--- config.mk ---
export PLATFORM = sky130hd
export DESIGN_NAME = accel_gesture_detector
export DESIGN_NICKNAME = d
export VERILOG_FILES = /design/src/rtl/agd_pkg.sv /design/src/rtl/agd_ctrl.sv /design/src/rtl/agd_dp.sv /design/src/rtl/accel_gesture_detector.sv
export SDC_FILE = /design/constraint.sdc
export NUM_CORES = 2
export LEC_CHECK = 0
export ABC_AREA = 1
export BUFFER_PORTS_ARGS = -buffer_cell sky130_fd_sc_hd__buf_2
export CORE_MARGIN = 2
export CORE_UTILIZATION = 55
export DETAILED_ROUTE_END_ITERATION = 10
export PLACE_DENSITY_LB_ADDON = 0.1
export SETUP_SLACK_MARGIN = 0.5
export SYNTH_ARGS = -nofsm -noshare
export SYNTH_HDL_FRONTEND = slang
export SYNTH_HIERARCHICAL = 1
export SYNTH_SLANG_ARGS = --single-unit
--- constraint.sdc ---
create_clock -name clk -period 6.5 [get_ports clk]
set_input_delay 0 -clock clk [delete_from_list [all_inputs] [get_ports clk]]
set_output_delay 0 -clock clk [all_outputs]
set_load 0.01 [all_outputs]
--- src/rtl/agd_pkg.sv ---
// shared types and constants for the accelerometer gesture detector
// used by agd_ctrl, agd_dp, accel_gesture_detector and the testbench; no dependencies
package agd_pkg;

  localparam int SAMPLE_INTERVAL_DEFAULT = 60;

  localparam int CFG_IDX_W  = 3;
  localparam int CFG_DATA_W = 16;
  localparam int IN_W       = 80;
  localparam int OUT_W      = 24;

  // register indexes
  localparam logic [CFG_IDX_W-1:0] REG_SHAKE_DELTA   = 3'd0;
  localparam logic [CFG_IDX_W-1:0] REG_TAP_DELTA     = 3'd1;
  localparam logic [CFG_IDX_W-1:0] REG_FLAT_Z        = 3'd2;
  localparam logic [CFG_IDX_W-1:0] REG_LIFT_MAG      = 3'd3;
  localparam logic [CFG_IDX_W-1:0] REG_SHAKES_NEEDED = 3'd4;
  localparam logic [CFG_IDX_W-1:0] REG_SHAKE_WINDOW  = 3'd5;
  localparam logic [CFG_IDX_W-1:0] REG_COOLDOWN      = 3'd6;
  localparam logic [CFG_IDX_W-1:0] REG_DEBOUNCE      = 3'd7;

  // register reset values
  localparam logic [15:0] RST_SHAKE_DELTA   = 16'd1843;
  localparam logic [15:0] RST_TAP_DELTA     = 16'd1229;
  localparam logic [15:0] RST_FLAT_Z        = 16'd2949;
  localparam logic [15:0] RST_LIFT_MAG      = 16'd5120;
  localparam logic [7:0]  RST_SHAKES_NEEDED = 8'd4;
  localparam logic [15:0] RST_SHAKE_WINDOW  = 16'd1200;
  localparam logic [15:0] RST_COOLDOWN      = 16'd1500;
  localparam logic [15:0] RST_DEBOUNCE      = 16'd400;

  localparam logic [15:0] ONE_G = 16'd4096;

  // gesture codes
  localparam logic [2:0] GEST_NONE    = 3'd0;
  localparam logic [2:0] GEST_SHAKE   = 3'd1;
  localparam logic [2:0] GEST_PICKUP  = 3'd2;
  localparam logic [2:0] GEST_PUTDOWN = 3'd3;
  localparam logic [2:0] GEST_TAP     = 3'd4;

  // axis select for the shared squarer
  localparam logic [1:0] AXIS_X = 2'd0;
  localparam logic [1:0] AXIS_Y = 2'd1;
  localparam logic [1:0] AXIS_Z = 2'd2;

  localparam int NUM_AXES   = 3;
  localparam int ROOT_STEPS = 16;

  typedef struct packed {
    logic       load;
    logic       sq_step;
    logic [1:0] sq_sel;
    logic       root_step;
    logic       jolt_step;
    logic       decide;
  } cmd_t;

  typedef struct packed {
    logic due;
  } status_t;

  typedef struct packed {
    logic [15:0] peak_jolt;
    logic        moved;
    logic        held;
    logic [2:0]  gesture;
  } result_t;

endpackage

--- src/rtl/agd_ctrl.sv ---
// sequencer for the gesture detector: accept, square, root, jolt, decide
// depends on agd_pkg
module agd_ctrl (
  input  logic             clk,
  input  logic             rst,
  input  logic             s_tvalid,
  output logic             s_tready,
  output logic             m_tvalid,
  input  logic             m_tready,
  input  agd_pkg::status_t status,
  output agd_pkg::cmd_t    cmd
);
  import agd_pkg::*;

  localparam logic [2:0] ST_IDLE   = 3'd0;
  localparam logic [2:0] ST_SQ     = 3'd1;
  localparam logic [2:0] ST_ROOT   = 3'd2;
  localparam logic [2:0] ST_JOLT   = 3'd3;
  localparam logic [2:0] ST_DECIDE = 3'd4;

  logic [2:0] state, state_next;
  logic [3:0] cnt, cnt_next;
  logic       m_tvalid_next;
  logic       out_free;

  assign s_tready = (state == ST_IDLE);
  assign out_free = !m_tvalid || m_tready;

  always_comb begin
    state_next    = state;
    cnt_next      = cnt;
    m_tvalid_next = m_tvalid && !m_tready;
    cmd           = '0;
    case (state)
      ST_IDLE: begin
        if (s_tvalid) begin
          cmd.load = 1'b1;
          if (status.due) begin
            state_next = ST_SQ;
            cnt_next   = '0;
          end
        end
      end
      ST_SQ: begin
        cmd.sq_step = 1'b1;
        cmd.sq_sel  = cnt[1:0];
        if (cnt == 4'(NUM_AXES - 1)) begin
          state_next = ST_ROOT;
          cnt_next   = '0;
        end else begin
          cnt_next = cnt + 4'd1;
        end
      end
      ST_ROOT: begin
        cmd.root_step = 1'b1;
        cnt_next      = cnt + 4'd1;
        if (cnt == 4'(ROOT_STEPS - 1)) begin
          state_next = ST_JOLT;
        end
      end
      ST_JOLT: begin
        cmd.jolt_step = 1'b1;
        state_next    = ST_DECIDE;
      end
      ST_DECIDE: begin
        // hold here until the output register can take the word
        if (out_free) begin
          cmd.decide    = 1'b1;
          m_tvalid_next = 1'b1;
          state_next    = ST_IDLE;
        end
      end
      default: begin
        state_next = ST_IDLE;
      end
    endcase
  end

  always_ff @(posedge clk) begin
    if (rst) begin
      state    <= ST_IDLE;
      cnt      <= '0;
      m_tvalid <= 1'b0;
    end else begin
      state    <= state_next;
      cnt      <= cnt_next;
      m_tvalid <= m_tvalid_next;
    end
  end

  a_due_starts: assert property (@(posedge clk) disable iff (rst)
    (s_tvalid && s_tready && status.due) |=> (state == ST_SQ && cnt == 4'd0))
    else $error("due sample did not start squaring");

  a_sq_range: assert property (@(posedge clk) disable iff (rst)
    (state == ST_SQ) |-> (cnt < 4'(NUM_AXES)))
    else $error("axis counter out of range");

  a_root_len: assert property (@(posedge clk) disable iff (rst)
    (state == ST_ROOT && cnt == 4'(ROOT_STEPS - 1)) |=> (state == ST_JOLT))
    else $error("root iteration count wrong");

  a_no_overwrite: assert property (@(posedge clk) disable iff (rst)
    cmd.decide |-> (!m_tvalid || m_tready))
    else $error("result overwritten while waiting");

endmodule

--- src/rtl/agd_dp.sv ---
// datapath for the gesture detector: config registers, squarer, root unit,
// jolt and gesture state; depends on agd_pkg
module agd_dp #(
  parameter int SAMPLE_INTERVAL_MS = agd_pkg::SAMPLE_INTERVAL_DEFAULT
) (
  input  logic                           clk,
  input  logic                           rst,
  input  logic [agd_pkg::IN_W-1:0]       s_tdata,
  input  logic                           cfg_we,
  input  logic [agd_pkg::CFG_IDX_W-1:0]  cfg_index,
  input  logic [agd_pkg::CFG_DATA_W-1:0] cfg_data,
  input  agd_pkg::cmd_t                  cmd,
  output agd_pkg::status_t               status,
  output agd_pkg::result_t               result
);
  import agd_pkg::*;

  // configuration
  logic [15:0] shake_delta, tap_delta, flat_z, lift_mag;
  logic [7:0]  shakes_needed;
  logic [15:0] shake_window_ms, cooldown_ms, debounce_ms;

  // persistent state
  logic [31:0] next_due, window_start, last_gesture_time, change_since;
  logic [15:0] last_magnitude, peak_value;
  logic [7:0]  shake_tally;
  logic        held_state, change_pending;

  // per-sample working registers
  logic [31:0] now;
  logic [15:0] ax, ay, az;
  logic [31:0] acc, root, bitv;
  logic [15:0] jolt;
  logic        cooling, win_exp, deb_exp, now_held;

  logic [31:0] in_time;
  logic [15:0] in_x, in_y, in_z;
  assign in_time = s_tdata[31:0];
  assign in_x    = s_tdata[47:32];
  assign in_y    = s_tdata[63:48];
  assign in_z    = s_tdata[79:64];

  assign status.due = !(in_time < next_due);

  function automatic logic [15:0] abs16(input logic [15:0] v);
    abs16 = v[15] ? (16'd0 - v) : v;
  endfunction

  always_ff @(posedge clk) begin
    if (rst) begin
      shake_delta     <= RST_SHAKE_DELTA;
      tap_delta       <= RST_TAP_DELTA;
      flat_z          <= RST_FLAT_Z;
      lift_mag        <= RST_LIFT_MAG;
      shakes_needed   <= RST_SHAKES_NEEDED;
      shake_window_ms <= RST_SHAKE_WINDOW;
      cooldown_ms     <= RST_COOLDOWN;
      debounce_ms     <= RST_DEBOUNCE;
    end else if (cfg_we) begin
      case (cfg_index)
        REG_SHAKE_DELTA:   shake_delta     <= cfg_data;
        REG_TAP_DELTA:     tap_delta       <= cfg_data;
        REG_FLAT_Z:        flat_z          <= cfg_data;
        REG_LIFT_MAG:      lift_mag        <= cfg_data;
        REG_SHAKES_NEEDED: shakes_needed   <= cfg_data[7:0];
        REG_SHAKE_WINDOW:  shake_window_ms <= cfg_data;
        REG_COOLDOWN:      cooldown_ms     <= cfg_data;
        REG_DEBOUNCE:      debounce_ms     <= cfg_data;
        default: ;
      endcase
    end
  end

  // shared squarer
  logic [15:0] sq_in;
  logic [31:0] sq;
  always_comb begin
    case (cmd.sq_sel)
      AXIS_X:  sq_in = ax;
      AXIS_Y:  sq_in = ay;
      default: sq_in = az;
    endcase
  end
  assign sq = 32'(sq_in) * 32'(sq_in);

  // one root digit per cycle
  logic [31:0] trial;
  logic        take;
  assign trial = root + bitv;
  assign take  = (acc >= trial);

  logic [15:0] mag, jolt_c;
  assign mag    = root[15:0];
  assign jolt_c = (mag > last_magnitude) ? (mag - last_magnitude) : (last_magnitude - mag);

  always_ff @(posedge clk) begin
    if (cmd.load) begin
      now  <= in_time;
      ax   <= abs16(in_x);
      ay   <= abs16(in_y);
      az   <= abs16(in_z);
      acc  <= '0;
      root <= '0;
      bitv <= 32'h4000_0000;
    end else if (cmd.sq_step) begin
      acc <= acc + sq;
    end else if (cmd.root_step) begin
      if (take) begin
        acc  <= acc - trial;
        root <= (root >> 1) + bitv;
      end else begin
        root <= root >> 1;
      end
      bitv <= bitv >> 2;
    end
    if (cmd.jolt_step) begin
      jolt     <= jolt_c;
      cooling  <= (now - last_gesture_time) < {16'd0, cooldown_ms};
      win_exp  <= (now - window_start) > {16'd0, shake_window_ms};
      deb_exp  <= (now - change_since) > {16'd0, debounce_ms};
      now_held <= (az < flat_z) || (mag > lift_mag);
    end
  end

  // gesture decision
  logic [7:0]  tally_base, tally_inc, tally_n;
  logic [31:0] ws_n, lgt_n, since_n;
  logic        held_n, pend_n, mv, skip;
  logic [2:0]  g;

  always_comb begin
    tally_base = win_exp ? 8'd0 : shake_tally;
    tally_inc  = (tally_base == 8'hFF) ? 8'hFF : tally_base + 8'd1;
    tally_n    = shake_tally;
    ws_n       = window_start;
    lgt_n      = last_gesture_time;
    since_n    = change_since;
    held_n     = held_state;
    pend_n     = change_pending;
    mv         = 1'b0;
    skip       = 1'b0;
    g          = GEST_NONE;
    if (jolt > shake_delta) begin
      if (win_exp) begin
        ws_n = now;
      end
      tally_n = tally_inc;
      mv      = 1'b1;
      if (tally_inc >= shakes_needed && !cooling) begin
        tally_n = '0;
        lgt_n   = now;
        g       = GEST_SHAKE;
        skip    = 1'b1;
      end
    end
    if (!skip) begin
      if (now_held != held_state) begin
        if (!change_pending) begin
          pend_n  = 1'b1;
          since_n = now;
        end else if (deb_exp) begin
          // a fresh disagreement starts its timer at now, so only an old one expires
          held_n = now_held;
          pend_n = 1'b0;
          mv     = 1'b1;
          if (!cooling) begin
            lgt_n = now;
            g     = now_held ? GEST_PICKUP : GEST_PUTDOWN;
          end
        end
      end else begin
        pend_n = 1'b0;
      end
      if (!held_n && jolt > tap_delta && jolt < shake_delta && !cooling) begin
        lgt_n = now;
        if (g == GEST_NONE) begin
          g = GEST_TAP;
        end
      end
    end
  end

  always_ff @(posedge clk) begin
    if (rst) begin
      next_due          <= '0;
      last_magnitude    <= ONE_G;
      peak_value        <= '0;
      shake_tally       <= '0;
      window_start      <= '0;
      last_gesture_time <= '0;
      held_state        <= 1'b0;
      change_pending    <= 1'b0;
      change_since      <= '0;
    end else begin
      if (cmd.load && status.due) begin
        next_due <= in_time + 32'(SAMPLE_INTERVAL_MS);
      end
      if (cmd.jolt_step) begin
        last_magnitude <= mag;
        if (jolt_c > peak_value) begin
          peak_value <= jolt_c;
        end
      end
      if (cmd.decide) begin
        shake_tally       <= tally_n;
        window_start      <= ws_n;
        last_gesture_time <= lgt_n;
        held_state        <= held_n;
        change_pending    <= pend_n;
        change_since      <= since_n;
      end
    end
  end

  // output word register
  always_ff @(posedge clk) begin
    if (cmd.decide) begin
      result.gesture   <= g;
      result.held      <= held_n;
      result.moved     <= mv;
      result.peak_jolt <= peak_value;
    end
  end

endmodule

--- src/rtl/accel_gesture_detector.sv ---
// Gesture detector for timestamped 3-axis accelerometer samples in Q3.12 g.
// A sample whose time is below the next due time is accepted and dropped
// and gives no word. A due sample takes the sequencer through an accept
// step, the shared 16x16 squarer once per axis, the digit-per-cycle square
// root unit, a jolt step and a decision step that loads the output register.
// The decision step waits while the previous word is still held in the
// output register. The next sample is taken once the sequencer is back in
// idle, while the previous result may still wait in the output register.
// Registers are written through cfg_we/cfg_index/cfg_data; the user must
// write them only while idle, as the block itself does not enforce it.
module accel_gesture_detector #(
  parameter int SAMPLE_INTERVAL_MS = agd_pkg::SAMPLE_INTERVAL_DEFAULT
) (
  input  logic                           clk,
  input  logic                           rst,
  input  logic                           s_tvalid,
  output logic                           s_tready,
  // time_ms[31:0], accel_x[47:32], accel_y[63:48], accel_z[79:64]
  input  logic [agd_pkg::IN_W-1:0]       s_tdata,
  output logic                           m_tvalid,
  input  logic                           m_tready,
  // gesture[2:0], held[3], moved[4], peak_jolt[20:5], zero fill[23:21]
  output logic [agd_pkg::OUT_W-1:0]      m_tdata,
  input  logic                           cfg_we,
  input  logic [agd_pkg::CFG_IDX_W-1:0]  cfg_index,
  input  logic [agd_pkg::CFG_DATA_W-1:0] cfg_data
);
  import agd_pkg::*;

  cmd_t    cmd;
  status_t status;
  result_t result;

  agd_ctrl u_ctrl (
    .clk      (clk),
    .rst      (rst),
    .s_tvalid (s_tvalid),
    .s_tready (s_tready),
    .m_tvalid (m_tvalid),
    .m_tready (m_tready),
    .status   (status),
    .cmd      (cmd)
  );

  agd_dp #(
    .SAMPLE_INTERVAL_MS (SAMPLE_INTERVAL_MS)
  ) u_dp (
    .clk       (clk),
    .rst       (rst),
    .s_tdata   (s_tdata),
    .cfg_we    (cfg_we),
    .cfg_index (cfg_index),
    .cfg_data  (cfg_data),
    .cmd       (cmd),
    .status    (status),
    .result    (result)
  );

  assign m_tdata = {3'b000, result.peak_jolt, result.moved, result.held, result.gesture};

endmodule

# [Yosys cells after proc, flatten, opt, wreduce, memory -nomap -nowiden]
# Cells that the tools add are included.
[totals] regBits=499 in_bits=104 output_inout_bits=26
[op_classes] add_sub_neg=15 multipliers=1 n_lt_le_gt_ge=13 n_eq_ne=21 n_mux=65 bitwise=3 reduce_logical=37
[ops] cell="32-bit two-way mux" count=12
[ops] cell="32-bit subtractor" count=4
[ops] cell="16-bit greater-than comparator" count=5
[ops] cell="32-bit by 16-bit greater-than comparator with 1-bit output" count=2
[ops] cell="1-bit by 16-bit subtractor with 16-bit output (first input constant)" count=3
[ops] cell="15-bit two-way mux" count=3
[ops] cell="3-bit two-way mux" count=15
[ops] cell="31-bit by 31-bit adder with 32-bit output" count=1
[ops] cell="32-bit by 31-bit adder with 32-bit output" count=1
[ops] cell="32-bit adder" count=1
[ops] cell="32-bit by 6-bit adder with 32-bit output (second input constant)" count=1
[ops] cell="32-bit greater-or-equal comparator" count=1
[ops] cell="16-bit < comparator" count=2
[ops] cell="32-bit by 16-bit < comparator with 1-bit output" count=1
[ops] cell="32-bit < comparator" count=1
[ops] cell="16-bit by 16-bit multiplier with 32-bit output" count=1
[ops] cell="16-bit case mux with 2 select lines" count=1
[ops] cell="16-bit subtractor" count=2
[ops] cell="2-bit AND reduction" count=13
[ops] cell="1-bit two-way mux" count=25
[ops] cell="8-bit two-way mux" count=3
[ops] cell="16-bit two-way mux" count=1
[ops] cell="3-bit == test (second input constant)" count=5
[ops] cell="3-bit case mux with 5 select lines" count=1
[ops] cell="25 further kinds" count=50

# [Logic depth before layout (Yosys ltp)]
[logic_depth] ltp_word=16 mapped_depth=39 mapped_depth_nobuf=39

# [Modules after synthesis]
# Netlist, hierarchy kept.
[modules_own_cells] mod="agd_dp" instances=1 cells_each=6790 area_each_um2=46085.4 seq_area_each_um2=11040.6
[modules_own_cells] mod="agd_ctrl" instances=1 cells_each=83 area_each_um2=538.0 seq_area_each_um2=160.2
[modules_own_cells] mod="accel_gesture_detector" instances=1 cells_each=4 area_each_um2=26.3 seq_area_each_um2=0.0

# [Least setup slack after synthesis]
# Ideal clock, no wire load.
[synth_path] path_kind="register to register" from="reg u_ctrl.state[1]" to="reg u_dp.acc[25]" arrival_ps=6593 required_ps=6383 slack_ps=-210 stages_incl_launch_ff=37 synth_period_minus_slack_ps=6710 cell_sequence="dfxtp_1 inv_2 nand3_2 nor2_1 or2_1 clkbuf_2 buf_6 o22a_1 o21a_1 inv_1 buf_2 nor2_1 inv_1 fa_1 inv_1 fa_1 inv_1 fa_1 inv_1 fa_1 fa_1 inv_1 fa_1 inv_1 ha_1 nand2_1 inv_1 nand2_1 inv_1 nand4_1 or2_2 nand3_1 nand2_1 nand3_1 nand2_1 nor2_1 nor2_1"
[synth_rtl] item="start, declared" line_no="agd_ctrl.sv:21" text="logic [2:0] state, state_next;"
[synth_rtl] item="start signal, assigned" line_no="agd_ctrl.sv:85" text="state <= state_next;"
[synth_rtl] item="end signal, assigned" line_no="agd_dp.sv:106" text="acc <= acc + sq;"
[synth_rtl] item="end signal, assigned" line_no="agd_dp.sv:109" text="acc <= acc - trial;"
[synth_rtl] item="end, declared" line_no="agd_dp.sv:32" text="logic [31:0] acc, root, bitv;"

==> results.sh <==
export IMPL_status="finished clean"
export IMPL_timing_slew_headroom_pct=30.3
export IMPL_syn_area_um2=46600
export IMPL_grt_max_degree=126
export IMPL_fin_area_um2=54900
export IMPL_cts_root_buf="clkbuf_16"
export IMPL_initial_core_util_pct=55.7
export IMPL_synthArstFlopShare_pct=0
export IMPL_worstMarginPinSlew_ps=1050
export IMPL_cp_slowest_stage_delay_ps=570
export IMPL_setup_slack_ps=145
export IMPL_min_path_type="input pin to register"
export IMPL_dp_hpwl_mm=111
export IMPL_ys_types=60
export IMPL_startpoint="u_ctrl/state[1]$_SDFFE_PP0P_"
export IMPL_cpMaxStageDelayCell="fa_2"
export IMPL_postPlaceCellArea_um2=49800
export IMPL_drt_total_wl_mm=145
export IMPL_drc=0
export IMPL_crit_top_cell="fa_1"
export IMPL_die_area_um2=87200
export IMPL_rsz0062_at_grt="true"
export IMPL_synth_flop_cell="dfxtp_1"
export IMPL_required_ps=7040
export IMPL_crit_arrival_ps=6890
export IMPL_cts_tree="yes"
export IMPL_drt_pass1_iterations=8
export IMPL_fin_worst_skew_ps=26.3
export IMPL_reg2reg_from="u_ctrl/state[1]$_SDFFE_PP0P_"
export IMPL_dp_slack_ps=-153
export IMPL_drv_slew=0
export IMPL_synth_seq_cells=499
export IMPL_finalCritPeriodShare_pct=97.8
export IMPL_hold_ws_ps=102
export IMPL_period_needed_ps=6360
export IMPL_grt_pass1_vias=43100
export IMPL_r2r_end="u_dp/acc[23]$_SDFFE_PP0P_"
export IMPL_seq_area_um2=11200
export IMPL_n_fill_cell=7585
export IMPL_fmax_ghz=0.157
export IMPL_grt_antenna_before_repair=1
export IMPL_cts_htree_levels=2
export IMPL_rows=106
export IMPL_die_h_um=295
export IMPL_portBuffers=126
export IMPL_yosysWarnings=6
export IMPL_place_congestion=0.948
export IMPL_numCtsBuffers=58
export IMPL_drv_cap=0
export IMPL_ios=130
export IMPL_crit_path_start_kind="register"
export IMPL_drive_gt1_share_pct=11.3
export IMPL_cp_max_fo=8
export IMPL_initialDrtViolationCount=3606
export IMPL_cts_max_path_buffers=3
export IMPL_overflow=0
export IMPL_syn_inst=6877
export IMPL_grt_pass1_wl_mm=229
export IMPL_nets=8005
export IMPL_hold_viol=0
export IMPL_yosysSeqAreaShare_pct=24.0
export IMPL_grt_total_usage_pct=32.8
export IMPL_rr_worst_depth=33
export IMPL_r2r_setup_slack_ps=140
export IMPL_avgViaCountPerCell=5.41
export IMPL_vias=45600
export IMPL_setup_viol=0
export IMPL_path_class="register to register"
export IMPL_wire_per_inst_um=17.2
export IMPL_cp_end_kind="register"
export IMPL_multi_input_area_um2=31400
export IMPL_final_antenna_net_count=0
export IMPL_clkTransAtPathRegs_ps=60
export IMPL_synth_edf_count=121
export IMPL_avgSynthCellArea_um2=6.78
export IMPL_insertion_delay_ps=650
export IMPL_endpoint="u_dp/acc[23]$_SDFFE_PP0P_"
export IMPL_core_region_area_um2=83800
export IMPL_cts_sinks=499
export IMPL_die_w_um=295
export IMPL_syn_to_final_growth_pct=17.7
[synthesized netlist by cell type, drive strengths merged, types with 74 or more instances]
library cell | number | area, um2
nor3 | 74 | 392
nand3 | 323 | 1640
a21oi | 648 | 3260
o21ai | 442 | 2220
nand2 | 1616 | 6110
fa | 199 | 3980
clkbuf | 117 | 443
dfxtp | 378 | 7570
inv | 1288 | 4840
edfxtp | 121 | 3630
nor2 | 625 | 2360
xor2 | 142 | 1240
ha | 461 | 5770
[layer usage]
layer / part of all wire [%] / GRT usage, % / routed length (um) / vias to the layer above
met5: 0 / 0 / 0 / -
met4: 4.5 / 12.9 / 6500 / 0
met3: 5.2 / 3.26 / 7540 / 340
met2: 48 / 57.5 / 70300 / 1382
met1: 42 / 41.3 / 60800 / 21100
li1: - / - / - / 22700
[area by class of cell]
class,count,area share [%]
repair buffers,475,6.98
clock inverters,40,0.871
multi-input cells,4909,57.2
flip-flops and latches,499,20.4
well taps,1134,2.58
inverters,1298,9.05
clock buffers,69,2.87
diodes,1,0.00456
[sequential cells by signal (all words and copies together) (netlist names), 21 cells and up, named ones only]
register and count:
u_dp/next_due 32, u_dp/acc 32, u_dp/root 32, u_dp/result 21
u_dp/change_since 32, u_dp/window_start 32, u_dp/now 32
[cells in the final DEF, fill, tap and decap left out, types with 121 or more instances in the layout]
cell type      instances
nand2_1             1537
inv_1               1210
a21oi_1              617
nor2_1               555
ha_1                 434
dfxtp_1              375
o21ai_0              371
nand3_1              305
fa_1                 180
buf_4                167
xor2_1               138
dlygate4sd3_1        137
buf_2                125
edfxtp_1             121
[metrics by stage]
step	util, %	setup TNS [ps]	std cells
finish	65.5	0	8425
detailed placement	59.4	-792	8128
floorplan	-	0	6879
CTS	64.6	0	8399
global placement	59.4	-29.6	8128
global route	65.5	-1040	8424
[worst min-delay path by stage]
| stage | from | end | slack, ps | cells past startpoint |
|---|---|---|---|---|
| global route | cfg_index[2] | u_dp/lift_mag[12]$_SDFFE_PP1P_ | 120 | 6 |
| global placement | s_tdata[64] | u_dp/az[0]$_DFFE_PP_ | 250 | 1 |
| floorplan | rst | u_ctrl/state[0]$_SDFFE_PP0P_ | 60 | 1 |
| finish | cfg_index[2] | u_dp/debounce_ms[7]$_SDFFE_PP1P_ | 100 | 4 |
| CTS | cfg_index[2] | u_dp/lift_mag[12]$_SDFFE_PP1P_ | 60 | 6 |
| detailed placement | s_tdata[11] | u_dp/now[11]$_DFFE_PP_ | 250 | 1 |
[kinds of logic (layout without fill, tap and decap cells)]
kind of cell	Yosys count	after routing	share of synthesized area (%)
muxes	1	1	0.0215
and+or+nand+nor	2773	2773	24.4
AOI/OAI and AO/OA	1266	1266	14.6
DFF	499	499	24.0
buffers and inverters	1471	1882	12.1
other	1	4	0.00804
adders and majority gates	660	660	20.9
xor gates and xnor gates	206	206	3.87
[repair_timing]
item                                    in CTS  in global routing
gates resized for setup                    202                160
endpoints found under the setup margin      24                 25
pin swaps                                  114                119
hold buffers                               137                  0
buffers inserted                            25                 24
gates cloned                                 0                  1
hold endpoints to repair                   242                  0
[critical path, delay by kind of cell, from the launching register on]
| kind | cells | cell delay [ps] |
|---|---|---|
| adders and majority gates | 7 | 3370 |
| DFF | 1 | 330 |
| AOI/OAI and AO/OA | 4 | 500 |
| buffers and inverters | 10 | 800 |
| and+or+nand+nor | 12 | 1250 |
Power is left out: the tool's default activity adds up to more than one toggle a clock period on the data nets, which glitch-free logic cannot reach.
